$ cat config.mk
export PLATFORM = sky130hd
export DESIGN_NAME = round_robin_ready_queue
export DESIGN_NICKNAME = d
export VERILOG_FILES = /design/src/rrq_pkg.sv /design/src/rrq_ram.sv /design/src/rrq_ctrl.sv /design/src/rrq_out_stage.sv /design/src/round_robin_ready_queue.sv
export VERILOG_INCLUDE_DIRS = /design/src /design/src/src
export SDC_FILE = /design/constraint.sdc
export NUM_CORES = 1
export LEC_CHECK = 0
export ABC_AREA = 0
export BUFFER_PORTS_ARGS = -buffer_cell sky130_fd_sc_hd__buf_2
export CAP_MARGIN = 10
export CORE_ASPECT_RATIO = 2
export CORE_MARGIN = 4
export CORE_UTILIZATION = 45
export DETAILED_ROUTE_END_ITERATION = 8
export PLACE_DENSITY_LB_ADDON = 0.25
export SETUP_SLACK_MARGIN = 0.4
export SLEW_MARGIN = 40
export SYNTH_ARGS = -nofsm -noshare
export SYNTH_HDL_FRONTEND = slang
export SYNTH_HIERARCHICAL = 1
export SYNTH_SLANG_ARGS = --single-unit
$ cat constraint.sdc
create_clock -name i_clk -period 3.9 [get_ports i_clk]
set_input_delay 0.195 -clock i_clk [delete_from_list [all_inputs] [get_ports i_clk]]
set_output_delay 0.195 -clock i_clk [all_outputs]
set_load 0.005 [all_outputs]
$ cat src/round_robin_ready_queue_macros.svh
// Assertion macros for the ready queue RTL.
`ifndef ROUND_ROBIN_READY_QUEUE_MACROS_SVH
`define ROUND_ROBIN_READY_QUEUE_MACROS_SVH

// Consequent must hold in the same cycle as the antecedent.
`define RRQ_ASSERT_NOW(label, clk, rst_n, ante, cons, msg) \
    label: assert property (@(posedge clk) disable iff (!rst_n) (ante) |-> (cons)) \
        else $error(msg);

// Consequent must hold in the cycle after the antecedent.
`define RRQ_ASSERT_NEXT(label, clk, rst_n, ante, cons, msg) \
    label: assert property (@(posedge clk) disable iff (!rst_n) (ante) |=> (cons)) \
        else $error(msg);

`endif

$ cat src/rrq_pkg.sv
// Package with the types and constants of the round-robin ready queue.
`timescale 1ns / 1ps

package rrq_pkg;

    localparam int C_DEPTH        = 16;
    localparam int C_HANDLE_WIDTH = 16;
    localparam int C_FIELD_W      = 16;
    localparam int C_OCC_W        = 5;

    typedef enum logic [1:0] {
        KIND_ENQUEUE = 2'd0,
        KIND_DEQUEUE = 2'd1,
        KIND_ADVANCE = 2'd2,
        KIND_REMOVE  = 2'd3
    } t_kind;

    typedef enum logic [1:0] {
        ST_OK    = 2'd0,
        ST_EMPTY = 2'd1,
        ST_FULL  = 2'd2
    } t_status;

    typedef enum logic [2:0] {
        S_IDLE,
        S_FETCH,
        S_APPLY,
        S_SHIFT,
        S_RD_CUR,
        S_RD_HEAD,
        S_FINISH
    } t_state;

    typedef struct packed {
        t_status              status;
        logic [C_FIELD_W-1:0] item_out;
        logic [C_FIELD_W-1:0] current_item;
        logic [C_FIELD_W-1:0] front_item;
        logic [C_OCC_W-1:0]   occupancy;
        logic                 is_empty;
        logic                 is_full;
    } t_result;

    typedef struct packed {
        logic    valid;
        t_result result;
    } t_push;

endpackage

$ cat src/rrq_ram.sv
// Generic single-write, single-read synchronous RAM with registered read data.
`timescale 1ns / 1ps

module rrq_ram #(
    parameter int WIDTH = 16,
    parameter int DEPTH = 16
) (
    input  logic                     i_clk,
    input  logic                     i_wr_en,
    input  logic [$clog2(DEPTH)-1:0] i_wr_addr,
    input  logic [WIDTH-1:0]         i_wr_data,
    input  logic                     i_rd_en,
    input  logic [$clog2(DEPTH)-1:0] i_rd_addr,
    output logic [WIDTH-1:0]         o_rd_data
);

    logic [WIDTH-1:0] r_mem [DEPTH];
    logic [WIDTH-1:0] r_rd_data;

    always_ff @(posedge i_clk) begin
        if (i_wr_en) begin
            r_mem[i_wr_addr] <= i_wr_data;
        end
        if (i_rd_en) begin
            r_rd_data <= r_mem[i_rd_addr];
        end
    end

    assign o_rd_data = r_rd_data;

endmodule

$ cat src/rrq_ctrl.sv
// Sequencer that applies one queue operation to the entry RAM and index registers.
`timescale 1ns / 1ps

module rrq_ctrl import rrq_pkg::*; #(
    parameter int DEPTH        = C_DEPTH,
    parameter int HANDLE_WIDTH = C_HANDLE_WIDTH
) (
    input  logic                     i_clk,
    input  logic                     i_rst_n,
    input  logic                     i_in_valid,
    output logic                     o_in_ready,
    input  t_kind                    i_kind,
    input  logic [C_FIELD_W-1:0]     i_item_in,
    output t_push                    o_push,
    input  logic                     i_push_ready,
    output logic                     o_ram_wr_en,
    output logic [$clog2(DEPTH)-1:0] o_ram_wr_addr,
    output logic [HANDLE_WIDTH-1:0]  o_ram_wr_data,
    output logic                     o_ram_rd_en,
    output logic [$clog2(DEPTH)-1:0] o_ram_rd_addr,
    input  logic [HANDLE_WIDTH-1:0]  i_ram_rd_data
);

    localparam int IDX_W = $clog2(DEPTH);
    localparam int CNT_W = $clog2(DEPTH + 1);

    function automatic logic [IDX_W-1:0] next_slot(input logic [IDX_W-1:0] idx);
        next_slot = (idx == IDX_W'(DEPTH - 1)) ? '0 : idx + 1'b1;
    endfunction

    function automatic logic [IDX_W-1:0] prev_slot(input logic [IDX_W-1:0] idx);
        prev_slot = (idx == '0) ? IDX_W'(DEPTH - 1) : idx - 1'b1;
    endfunction

    function automatic logic [C_FIELD_W-1:0] to_field(input logic [HANDLE_WIDTH-1:0] h);
        logic [31:0] wide;
        wide     = 32'(h);
        to_field = wide[C_FIELD_W-1:0];
    endfunction

    t_state                  r_state, n_state;
    t_kind                   r_kind, n_kind;
    t_status                 r_status, n_status;
    logic [HANDLE_WIDTH-1:0] r_handle, n_handle;
    logic [HANDLE_WIDTH-1:0] r_removed, n_removed;
    logic [HANDLE_WIDTH-1:0] r_cur_item, n_cur_item;
    logic [IDX_W-1:0]        r_head, n_head;
    logic [IDX_W-1:0]        r_tail, n_tail;
    logic [IDX_W-1:0]        r_cur, n_cur;
    logic [IDX_W-1:0]        r_wr_idx, n_wr_idx;
    logic [IDX_W-1:0]        r_rd_idx, n_rd_idx;
    logic [CNT_W-1:0]        r_count, n_count;

    logic                    w_empty;
    logic                    w_full;
    logic                    w_mid_remove;
    logic [31:0]             w_in_wide;
    logic [31:0]             w_occ_wide;

    assign w_empty      = (r_count == '0);
    assign w_full       = (r_count == CNT_W'(DEPTH));
    assign w_mid_remove = (r_kind == KIND_REMOVE) && !w_empty && (r_head != r_tail)
                          && (r_cur != r_tail) && (r_cur != r_head);
    assign w_in_wide    = 32'(i_item_in);
    assign w_occ_wide   = 32'(r_count);

    // Next state.
    always_comb begin
        n_state = r_state;
        case (r_state)
            S_IDLE:    if (i_in_valid) n_state = S_FETCH;
            S_FETCH:   n_state = S_APPLY;
            S_APPLY:   n_state = w_mid_remove ? S_SHIFT : S_RD_CUR;
            S_SHIFT:   if (r_rd_idx == r_tail) n_state = S_RD_CUR;
            S_RD_CUR:  n_state = S_RD_HEAD;
            S_RD_HEAD: n_state = S_FINISH;
            S_FINISH:  if (i_push_ready) n_state = S_IDLE;
            default:   n_state = S_IDLE;
        endcase
    end

    // Outputs: handshake and RAM port control.
    always_comb begin
        o_in_ready    = 1'b0;
        o_push.valid  = 1'b0;
        o_ram_wr_en   = 1'b0;
        o_ram_wr_addr = r_wr_idx;
        o_ram_wr_data = i_ram_rd_data;
        o_ram_rd_en   = 1'b0;
        o_ram_rd_addr = r_cur;
        case (r_state)
            S_IDLE: begin
                o_in_ready = 1'b1;
            end
            S_FETCH: begin
                o_ram_rd_en   = 1'b1;
                o_ram_rd_addr = (r_kind == KIND_DEQUEUE) ? r_head : r_cur;
            end
            S_APPLY: begin
                if (r_kind == KIND_ENQUEUE && !w_full) begin
                    o_ram_wr_en   = 1'b1;
                    o_ram_wr_addr = w_empty ? '0 : next_slot(r_tail);
                    o_ram_wr_data = r_handle;
                end
                if (w_mid_remove) begin
                    o_ram_rd_en   = 1'b1;
                    o_ram_rd_addr = next_slot(r_cur);
                end
            end
            S_SHIFT: begin
                // Entry at the read index moves down into the write index.
                o_ram_wr_en   = 1'b1;
                o_ram_wr_addr = r_wr_idx;
                o_ram_wr_data = i_ram_rd_data;
                if (r_rd_idx != r_tail) begin
                    o_ram_rd_en   = 1'b1;
                    o_ram_rd_addr = next_slot(r_rd_idx);
                end
            end
            S_RD_CUR: begin
                o_ram_rd_en   = 1'b1;
                o_ram_rd_addr = r_cur;
            end
            S_RD_HEAD: begin
                o_ram_rd_en   = 1'b1;
                o_ram_rd_addr = r_head;
            end
            S_FINISH: begin
                o_push.valid = 1'b1;
            end
            default: begin
                o_in_ready = 1'b0;
            end
        endcase
    end

    // Index and payload updates.
    always_comb begin
        n_kind     = r_kind;
        n_status   = r_status;
        n_handle   = r_handle;
        n_removed  = r_removed;
        n_cur_item = r_cur_item;
        n_head     = r_head;
        n_tail     = r_tail;
        n_cur      = r_cur;
        n_wr_idx   = r_wr_idx;
        n_rd_idx   = r_rd_idx;
        n_count    = r_count;
        case (r_state)
            S_IDLE: begin
                if (i_in_valid) begin
                    n_kind   = i_kind;
                    n_handle = w_in_wide[HANDLE_WIDTH-1:0];
                end
            end
            S_APPLY: begin
                n_status  = ST_OK;
                n_removed = '0;
                if (r_kind == KIND_ENQUEUE) begin
                    if (w_full) begin
                        n_status = ST_FULL;
                    end else if (w_empty) begin
                        n_head  = '0;
                        n_tail  = '0;
                        n_cur   = '0;
                        n_count = CNT_W'(1);
                    end else begin
                        n_tail  = next_slot(r_tail);
                        n_count = r_count + 1'b1;
                    end
                end else if (w_empty) begin
                    n_status = ST_EMPTY;
                end else if (r_kind == KIND_DEQUEUE) begin
                    if (r_cur == r_head) n_cur = next_slot(r_cur);
                    n_removed = i_ram_rd_data;
                    n_head    = next_slot(r_head);
                    n_count   = r_count - 1'b1;
                end else if (r_kind == KIND_ADVANCE) begin
                    n_cur = (r_cur == r_tail) ? r_head : next_slot(r_cur);
                end else begin
                    n_removed = i_ram_rd_data;
                    if (r_head == r_tail) begin
                        n_count = '0;
                    end else if (r_cur == r_tail) begin
                        n_tail  = prev_slot(r_tail);
                        n_cur   = r_head;
                        n_count = r_count - 1'b1;
                    end else if (r_cur == r_head) begin
                        n_head  = next_slot(r_head);
                        n_cur   = next_slot(r_head);
                        n_count = r_count - 1'b1;
                    end else begin
                        n_wr_idx = r_cur;
                        n_rd_idx = next_slot(r_cur);
                    end
                end
            end
            S_SHIFT: begin
                if (r_rd_idx == r_tail) begin
                    n_tail  = prev_slot(r_tail);
                    n_count = r_count - 1'b1;
                end else begin
                    n_wr_idx = r_rd_idx;
                    n_rd_idx = next_slot(r_rd_idx);
                end
            end
            S_RD_HEAD: begin
                n_cur_item = i_ram_rd_data;
            end
            default: begin
                n_kind = r_kind;
            end
        endcase
    end

    always_ff @(posedge i_clk) begin
        if (!i_rst_n) begin
            r_state <= S_IDLE;
            r_head  <= '0;
            r_tail  <= '0;
            r_cur   <= '0;
            r_count <= '0;
        end else begin
            r_state <= n_state;
            r_head  <= n_head;
            r_tail  <= n_tail;
            r_cur   <= n_cur;
            r_count <= n_count;
        end
    end

    always_ff @(posedge i_clk) begin
        r_kind     <= n_kind;
        r_status   <= n_status;
        r_handle   <= n_handle;
        r_removed  <= n_removed;
        r_cur_item <= n_cur_item;
        r_wr_idx   <= n_wr_idx;
        r_rd_idx   <= n_rd_idx;
    end

    // In the finishing state the RAM still holds the head entry on its read port.
    assign o_push.result.status       = r_status;
    assign o_push.result.item_out     = to_field(r_removed);
    assign o_push.result.current_item = w_empty ? '0 : to_field(r_cur_item);
    assign o_push.result.front_item   = w_empty ? '0 : to_field(i_ram_rd_data);
    assign o_push.result.occupancy    = w_occ_wide[C_OCC_W-1:0];
    assign o_push.result.is_empty     = w_empty;
    assign o_push.result.is_full      = w_full;

endmodule

$ cat src/rrq_out_stage.sv
// Output register that holds one result until the downstream side takes it.
`timescale 1ns / 1ps

module rrq_out_stage import rrq_pkg::*; (
    input  logic    i_clk,
    input  logic    i_rst_n,
    input  t_push   i_push,
    output logic    o_push_ready,
    output logic    o_valid,
    input  logic    i_ready,
    output t_result o_result
);

    logic    r_valid;
    t_result r_result;

    assign o_push_ready = !r_valid || i_ready;

    always_ff @(posedge i_clk) begin
        if (!i_rst_n) begin
            r_valid <= 1'b0;
        end else if (i_push.valid && o_push_ready) begin
            r_valid <= 1'b1;
        end else if (i_ready) begin
            r_valid <= 1'b0;
        end
    end

    always_ff @(posedge i_clk) begin
        if (i_push.valid && o_push_ready) begin
            r_result <= i_push.result;
        end
    end

    assign o_valid  = r_valid;
    assign o_result = r_result;

endmodule

$ cat src/round_robin_ready_queue.sv
// Top level of the round-robin ready queue of process handles.
//
//   Channel   Direction  tdata (lowest bit up)                         tuser
//   s_axis    in         item_in[15:0]                                 kind[1:0]
//   m_axis    out        item_out, current_item, front_item,           status[1:0]
//                        occupancy[4:0], is_empty, is_full, pad bit
//
// An operation holds the sequencer through the fetch, apply, read-current, read-head and
// finishing states, plus a shift state for each entry after current when current is removed
// from the middle; the single read port of the entry RAM sets this, since each shifted
// entry and each reported handle takes one read. The next transaction is taken in idle.
// Reset clears the indices and the count; the entry RAM is left as it is and only used
// where an enqueue has written. A result waits in the output register while a new
// transaction is accepted; the sequencer stalls in its finishing state if it is still full.
`timescale 1ns / 1ps

module round_robin_ready_queue import rrq_pkg::*; #(
    parameter int DEPTH        = C_DEPTH,
    parameter int HANDLE_WIDTH = C_HANDLE_WIDTH
) (
    input  logic        i_clk,
    input  logic        i_rst_n,
    input  logic        s_axis_tvalid,
    output logic        s_axis_tready,
    input  logic [15:0] s_axis_tdata,   // item_in[15:0]
    input  logic [1:0]  s_axis_tuser,   // kind[1:0]
    output logic        m_axis_tvalid,
    input  logic        m_axis_tready,
    output logic [55:0] m_axis_tdata,   // item_out, current_item, front_item, occupancy,
                                        // is_empty, is_full, zero pad
    output logic [1:0]  m_axis_tuser    // status[1:0]
);

`include "round_robin_ready_queue_macros.svh"

    localparam int IDX_W = $clog2(DEPTH);

    t_push                   w_push;
    logic                    w_push_ready;
    t_result                 w_result;
    logic                    w_ram_wr_en;
    logic [IDX_W-1:0]        w_ram_wr_addr;
    logic [HANDLE_WIDTH-1:0] w_ram_wr_data;
    logic                    w_ram_rd_en;
    logic [IDX_W-1:0]        w_ram_rd_addr;
    logic [HANDLE_WIDTH-1:0] w_ram_rd_data;

    // Entry store: one handle per slot of the ring.
    rrq_ram #(
        .WIDTH (HANDLE_WIDTH),
        .DEPTH (DEPTH)
    ) u_ram (
        .i_clk     (i_clk),
        .i_wr_en   (w_ram_wr_en),
        .i_wr_addr (w_ram_wr_addr),
        .i_wr_data (w_ram_wr_data),
        .i_rd_en   (w_ram_rd_en),
        .i_rd_addr (w_ram_rd_addr),
        .o_rd_data (w_ram_rd_data)
    );

    // Sequencer: reads, modifies and writes back the ring for one operation at a time.
    rrq_ctrl #(
        .DEPTH        (DEPTH),
        .HANDLE_WIDTH (HANDLE_WIDTH)
    ) u_ctrl (
        .i_clk         (i_clk),
        .i_rst_n       (i_rst_n),
        .i_in_valid    (s_axis_tvalid),
        .o_in_ready    (s_axis_tready),
        .i_kind        (t_kind'(s_axis_tuser)),
        .i_item_in     (s_axis_tdata),
        .o_push        (w_push),
        .i_push_ready  (w_push_ready),
        .o_ram_wr_en   (w_ram_wr_en),
        .o_ram_wr_addr (w_ram_wr_addr),
        .o_ram_wr_data (w_ram_wr_data),
        .o_ram_rd_en   (w_ram_rd_en),
        .o_ram_rd_addr (w_ram_rd_addr),
        .i_ram_rd_data (w_ram_rd_data)
    );

    // Output register that decouples the result from the next operation.
    rrq_out_stage u_out (
        .i_clk        (i_clk),
        .i_rst_n      (i_rst_n),
        .i_push       (w_push),
        .o_push_ready (w_push_ready),
        .o_valid      (m_axis_tvalid),
        .i_ready      (m_axis_tready),
        .o_result     (w_result)
    );

    // Result fields packed from the lowest bit up, with one zero bit to fill the byte.
    assign m_axis_tdata = {1'b0, w_result.is_full, w_result.is_empty, w_result.occupancy,
                           w_result.front_item, w_result.current_item, w_result.item_out};
    assign m_axis_tuser = w_result.status;

    // The sequencer never takes a transaction while it is presenting a result.
    `RRQ_ASSERT_NOW(a_idle_excl, i_clk, i_rst_n, w_push.valid, !s_axis_tready,
                    "ready while finishing")
    // After a transaction the sequencer is not ready in the next cycle.
    `RRQ_ASSERT_NEXT(a_busy_after, i_clk, i_rst_n, s_axis_tvalid && s_axis_tready,
                     !s_axis_tready, "ready right after accept")
    // A full status is only reported while the queue is full.
    `RRQ_ASSERT_NOW(a_full_flag, i_clk, i_rst_n,
                    m_axis_tvalid && (w_result.status == ST_FULL), w_result.is_full,
                    "full status without full flag")
    // An empty status is only reported while the queue is empty and nothing is removed.
    `RRQ_ASSERT_NOW(a_empty_flag, i_clk, i_rst_n,
                    m_axis_tvalid && (w_result.status == ST_EMPTY),
                    w_result.is_empty && (w_result.item_out == '0),
                    "empty status with entries")

endmodule
==> results.yml, run 1 <==
outcome:
  status: "complete, no violations"
place:
  hpwl_mm: 27.7
  port_buffers: 80
  placed_area_um2: 18200
  gp_congestion: 0.970
  place_ws_ps: 224
  dp_cells: 1523
cells_and_area:
  drive_gt1_share_pct: 27.9
  final_area_um2: 19700
  stdcell_count: 1612
  final_nets: 1158
  fill_cells: 2931
  n_antenna_cell: 0
  area_delta_synth_final_pct: 16.9
sta:
  setup_viol: 0
  rsz0062_at_grt: "yes"
  fin_setup_tns_ps: 0
  skew_ps: 12.5
  finalCriticalPeriod_ps: 3360
  max_freq_ghz: 0.298
  max-slew-margin-rel_pct: 48.6
  tightest_slew_ps: 766
  hold_violations: 0
  fin_crit_sh_pct: 86.1
  finalWorstSetupSlack_ps: 542
  slew_violations: 0
grt:
  grt_overflow_total: 0
  antenna_found_initial: 0
  grt_start_max_net_pins: 65
  grt_usage_pct: 20.7
  grt_pass1_vias: 9834
  grt_pass1_wl_mm: 62.2
logic_synthesis:
  synth_cells: 983
  synth_area_um2: 16800
  synth_common_cells: "edfxtp_1 (389), nand2_1 (60), mux4_2 (54), nor2_1 (41), a22oi_1 (37)"
  synthArstFlopShare_pct: 0
  syn_nets: 1015
  yosys_warnings: 6
  muxShareOfSynthArea_pct: 10.2
  synth_top_flop_cell: "edfxtp_1"
  synth_cell_types: 76
  synth_top_area_cell: "edfxtp_1"
  synth_edf_count: 389
  synth_top_family_by_area: "multiplexers"
  synthTopCellsByArea: "edfxtp_1 (69%), mux4_2 (7.2%), dfxtp_1 (2.5%), a22oi_1 (1.7%), mux4_1 (1.6%)"
  yosysMostFrequentCell: "edfxtp_1"
  synth_compound_area_share_pct: 6.84
  avgSynthCellArea_um2: 17.1
  synthDominantCellAreaShare_pct: 69.4
  synth-simple-area-share_pct: 6.89
  synth_fa_ha_area_share_pct: 0.744
  synthXorXnorAreaFrac_pct: 1.09
  ys_seq_elements: 410
  synth-seq-area-share_pct: 71.9
power_and_ir_drop:
  powerDensity_nw_per_um2: 536
  p_leak_nw: 6.55
  peakVddDrop_mv: 0.296
setup_path:
  end_kind: "flip-flop"
  start_kind: "flip-flop"
  crit_fanout: 18
  cp.required_ps: 4180
  arrival_ps: 3640
  criticalPathCategory: "flip-flop to flip-flop"
detailed_routing:
  drc: 0
  wire_per_inst_um: 25.9
  routed_wirelength_mm: 41.8
  antenna_left: 0
  via_count: 9487
  viasPerCell: 5.89
  dr.pass1.iters: 5
  drt-initial-drc-count: 733
cts:
  cts.clk_slew.worst_paths_ps: 70
  htree_levels: 2
  clk_latency_ps: 540
  clockBufferDepth: 3
  cts_root_buffer: "clkbuf_16"
  clock_sinks: 410
  numCtsBuffers: 35
  cts_tree: "yes"
flow_run:
  drv_cap: 0
floorplan:
  initial_core_util_pct: 45.4
  row_count: 100
  fp.coreArea_um2: 37000
  ios: 82
  die_width_um: 145
  die_h_um: 281
  die_area_um2: 40700
min_path:
  hp-class: "input port to flip-flop"
## routing by layer
layer	up-vias	wire length, um	share of wire, %	track usage (%)
met3	124	1820	4.4	2.43
met4	0	2320	5.5	10.2
met1	4846	14400	34	22.3
met5	-	0	0	0
li1	4183	-	-	-
met2	334	23200	56	39.0
## kinds of logic (layout without fill, tap and decap cells)
logic type / count (synthesis) / in the layout
other: 1 / 1
and+or+nand+nor: 221 / 221
muxes: 85 / 85
buffers and inverters: 77 / 247
adders and majority gates: 10 / 10
xor gates and xnor gates: 21 / 21
AOI/OAI and AO/OA: 158 / 158
DFF: 410 / 410
## critical path, cell delays in order, from the launching register on
cell and delay, ps:
dfxtp_1 380, inv_1 130, ha_1 290, nand3b_1 130, inv_1 100, nor3_1 190
nand3_1 190, a32oi_4 320, o221ai_4 150, buf_4 190, bufbuf_16 310, mux4_2 430
a22oi_1 210, nand2_1 80
## worst paths after layout
check / startpoint / endpoint / slack [ps] / cells after the start
min: i_rst_n / u_ctrl/r_cur[0] / 20 / 2
min reg2reg: u_ctrl/r_removed[3] / u_out/o_result[42] / 420 / 0
max reg2reg: u_ctrl/r_count[0] / u_ram/o_rd_data[1] / 540 / 13
max: u_ctrl/r_count[0] / u_ram/o_rd_data[1] / 540 / 13
## sequential cells by signal, summed over array words and instances, names as in the netlist, 5 cells and up
| name | flops |
|---|---|
| u_ram/o_rd_data | 16 |
| u_ctrl/r_handle | 16 |
| u_out/o_result | 57 |
| u_ctrl/r_count | 5 |
| u_ctrl/r_removed | 16 |
| u_ctrl/r_cur_item | 16 |
| u_ram/r_mem | 256 |
## cell usage in the layout (no fill, tap or decap), drive strengths merged, types with 3 or more instances in the layout
master / netlist / final
a211oi: 6 / 6
a21o: 4 / 4
a21oi: 29 / 29
a221oi: 8 / 8
a22oi: 37 / 37
a31oi: 6 / 6
and2: 3 / 3
and3: 17 / 17
buf: 33 / 145
bufinv: 0 / 4
clkbuf: 26 / 42
clkinv: 1 / 17
dfxtp: 21 / 21
dlygate4sd3: 0 / 19
edfxtp: 389 / 389
ha: 10 / 10
inv: 17 / 18
mux2: 18 / 18
mux2i: 3 / 3
mux4: 64 / 64
nand2: 60 / 60
nand2b: 9 / 9
nand3: 14 / 14
nand3b: 4 / 4
nand4: 5 / 5
nor2: 44 / 44
nor2b: 36 / 36
nor3: 16 / 16
o21ai: 26 / 26
o221ai: 4 / 4
o22a: 3 / 3
o22ai: 9 / 9
o31ai: 4 / 4
xnor2: 16 / 16
xor2: 5 / 5
## stage by stage
stage | total power, mW | hold WS (ps) | utilization [%]
after floorplan | 6.40 | 294 | -
after global placement | 6.99 | 373 | 49.0
after detailed placement | 7.02 | 375 | 49.1
after CTS | 10.6 | 3.66 | 52.9
after global routing | 10.9 | 18.0 | 53.1
final | 10.5 | 17.1 | 53.1
## area by class of cell
type                            count  area, um2  share of cell area [%]
Sequential cell                   410      12100                    61.6
Clock inverter                     22        221                    1.13
Timing Repair Buffer              165       1260                    6.41
Clock buffer                       42        945                    4.80
Inverter                           18       67.6                   0.344
Multi-Input combinational cell    496       4490                    22.8
Tap cell                          459        574                    2.92
## power breakdown
group          total (mW)  switching [mW]  leakage [nW]  internal, mW
registers            5.52           0.171          3.71          5.35
logic                1.45           0.977          2.26         0.473
clock network        3.57            1.56         0.579          2.01
## what timing repair did
item                                    in CTS  in global routing
endpoints found under the setup margin      13                 29
cloned                                       1                  0
resized for setup                            2                 10
setup buffers                                1                  4
hold endpoints to repair                    19                  0
hold buffers                                19                  0
pin swaps                                    1                  2
Note: power is estimated with default switching activity, not from simulation.
==> run 2: changes to the inputs <==
- clock period: 3.9 -> 3.3 ns (I/O delays scaled with it)
==> results.yml, run 2 (synthesis gave the netlist of run 1 again) <==
floorplan:
  ios: 82
  row_count: 100
  initial_core_util_pct: 45.4
  fp.coreArea_um2: 37000
  die_width_um: 145
  die_area_um2: 40700
  die_h_um: 281
min_path:
  holdPathEnd: "u_ctrl/r_state[0]"
  hp-class: "input port to flip-flop"
  hold_path_depth: 4
  min_from: "s_axis_tvalid"
sta:
  setup_viol: 0
  hold_violations: 0
  max-slew-margin-rel_pct: 48.2
  finalCriticalPeriod_ps: 2980
  fin_crit_sh_pct: 90.2
  skew_ps: 16.5
  slew_violations: 0
  max_freq_ghz: 0.336
  tightest_slew_ps: 778
  rsz0062_at_grt: "yes"
  finalWorstSetupSlack_ps: 324
  fin_setup_tns_ps: 0
cells_and_area:
  mostFrequentLayoutCell: "edfxtp_1"
  n_antenna_cell: 0
  stdcell_count: 1671
  largest-register: "u_ram/r_mem"
  fill_cells: 2837
  area_delta_synth_final_pct: 22.9
  final_area_um2: 20700
  drive_gt1_share_pct: 36.0
  layout_common_cells: "edfxtp_1 (389), buf_4 (94), buf_2 (80), nand2_1 (59), mux4_2 (57)"
  largest_reg_flops: 256
  final_nets: 1219
detailed_routing:
  drc: 0
  via_count: 9679
  drt-initial-drc-count: 805
  wire_per_inst_um: 25.4
  antenna_left: 0
  dr.pass1.iters: 5
  viasPerCell: 5.79
  routed_wirelength_mm: 42.5
grt:
  grt_pass1_vias: 10125
  grt_start_max_net_pins: 58
  grt_pass1_wl_mm: 62.5
  grt_overflow_total: 0
  grt_usage_pct: 20.8
  antenna_found_initial: 0
flow_run:
  drv_cap: 0
place:
  gp_congestion: 0.961
  dp_cells: 1553
  place_ws_ps: -137
  placed_area_um2: 18600
  port_buffers: 80
  hpwl_mm: 27.9
cts:
  clockBufferDepth: 3
  cts_root_buffer: "clkbuf_16"
  numCtsBuffers: 36
  cts.clk_slew.worst_paths_ps: 60
  htree_levels: 2
  clock_sinks: 410
  cts_tree: "yes"
  clk_latency_ps: 540
outcome:
  status: "complete, no violations"
setup_path:
  cp.required_ps: 3580
  arrival_ps: 3260
  criticalPathCategory: "flip-flop to flip-flop"
  crit_fanout: 8
  end_kind: "flip-flop"
  rrSetupSlack_ps: 320
  cp_slowest_cell: "mux4_2"
  ff2ff_path_depth: 12
  cp.buffers_inverters: 4
  timing.rr.start: "u_ctrl/r_tail[1]"
  rr_endpoint: "u_ram/o_rd_data[8]"
  crit_path_cell_trace: "buf_4 > xnor2_2 > nand4_2 > mux2i_2 > a32oi_4 > o221ai_4 > buf_12 > buf_12 > buf_12 > mux4_2 > a22oi_2 > nand2_1"
  path_delay_family: "multiplexers"
  cp_common_cell: "buf_12"
  slowest_delay_ps: 500
  startpoint: "u_ctrl/r_tail[1]"
  start_kind: "flip-flop"
power_and_ir_drop:
  p_leak_nw: 6.93
  peakVddDrop_mv: 0.341
  finalPower_mw: 12.5
  powerDensity_nw_per_um2: 607
run 2: cell types whose count changed in the layout (fill, tap and decap cells not counted), moves of 9 or more:
cell     previous run  this run
dfxtp_1            18         8
buf_12             12        21
nor2_4              0        12
a22oi_2             0        25
a22oi_1            37        12
buf_4              53        94
nor2_2             13         3
run 2: power by group:
| group | internal [mW] | switching (mW) | total [mW] |
|---|---|---|---|
| sequential | 6.33 | 0.182 | 6.51 |
| clock | 2.23 | 1.83 | 4.07 |
| combinational | 0.723 | 1.25 | 1.97 |
| total | 9.28 | 3.27 | 12.5 |
run 2: per-stage QoR:
stage | hold WS [ps] | utilization (%)
global placement | 341 | 50.3
global route | 115 | 55.8
detailed placement | 344 | 50.3
finish | 112 | 55.8
CTS | 94.0 | 55.1
floorplan | 264 | -
run 2: layout make-up:
type	count	area, um2	area share (%)
clock inverter	16	144	0.696
timing repair buffer	225	1920	9.30
sequential	410	12100	58.6
clock buffer	47	963	4.66
tap	459	574	2.78
multi-input combinational	496	4880	23.6
inverter	18	71.3	0.345
run 2: what timing repair did:
| item | in CTS | in global routing |
|---|---|---|
| pin swaps | 19 | 10 |
| setup buffers | 20 | 11 |
| setup endpoints to repair | 16 | 84 |
| hold endpoints to repair | 22 | 0 |
| gates cloned | 3 | 1 |
| hold buffers | 20 | 0 |
| resized for setup | 46 | 30 |
run 2: worst reg2reg max path: stages, from the launching register on:
cell	delay [ps]
dfxtp_2	390
buf_4	180
xnor2_2	120
nand4_2	170
mux2i_2	240
a32oi_4	150
o221ai_4	280
buf_12	190
buf_12	120
buf_12	120
mux4_2	500
a22oi_2	190
nand2_1	80
run 2: how the worst max path moves through the flow:
stage | slack, ps | endpoint | depth (start not counted)
3_5_place_dp | -140 | u_ram/o_rd_data[10] | 11
6_report | 320 | u_ram/o_rd_data[8] | 12
4_1_cts | 340 | u_ram/o_rd_data[4] | 11
2_1_floorplan | 330 | u_ram/r_mem[4][0] | 8
5_1_grt | 190 | u_ram/o_rd_data[14] | 12
3_3_place_gp | -70 | u_ram/o_rd_data[7] | 11
run 2: layer usage:
| metal | global-route usage, % | up-vias | part of all wire, % |
|---|---|---|---|
| met5 | 0 | - | 0 |
| met4 | 8.00 | 0 | 3.5 |
| met3 | 2.72 | 97 | 3.8 |
| met2 | 39.7 | 301 | 57 |
| met1 | 22.9 | 4967 | 36 |
| li1 | - | 4314 | - |
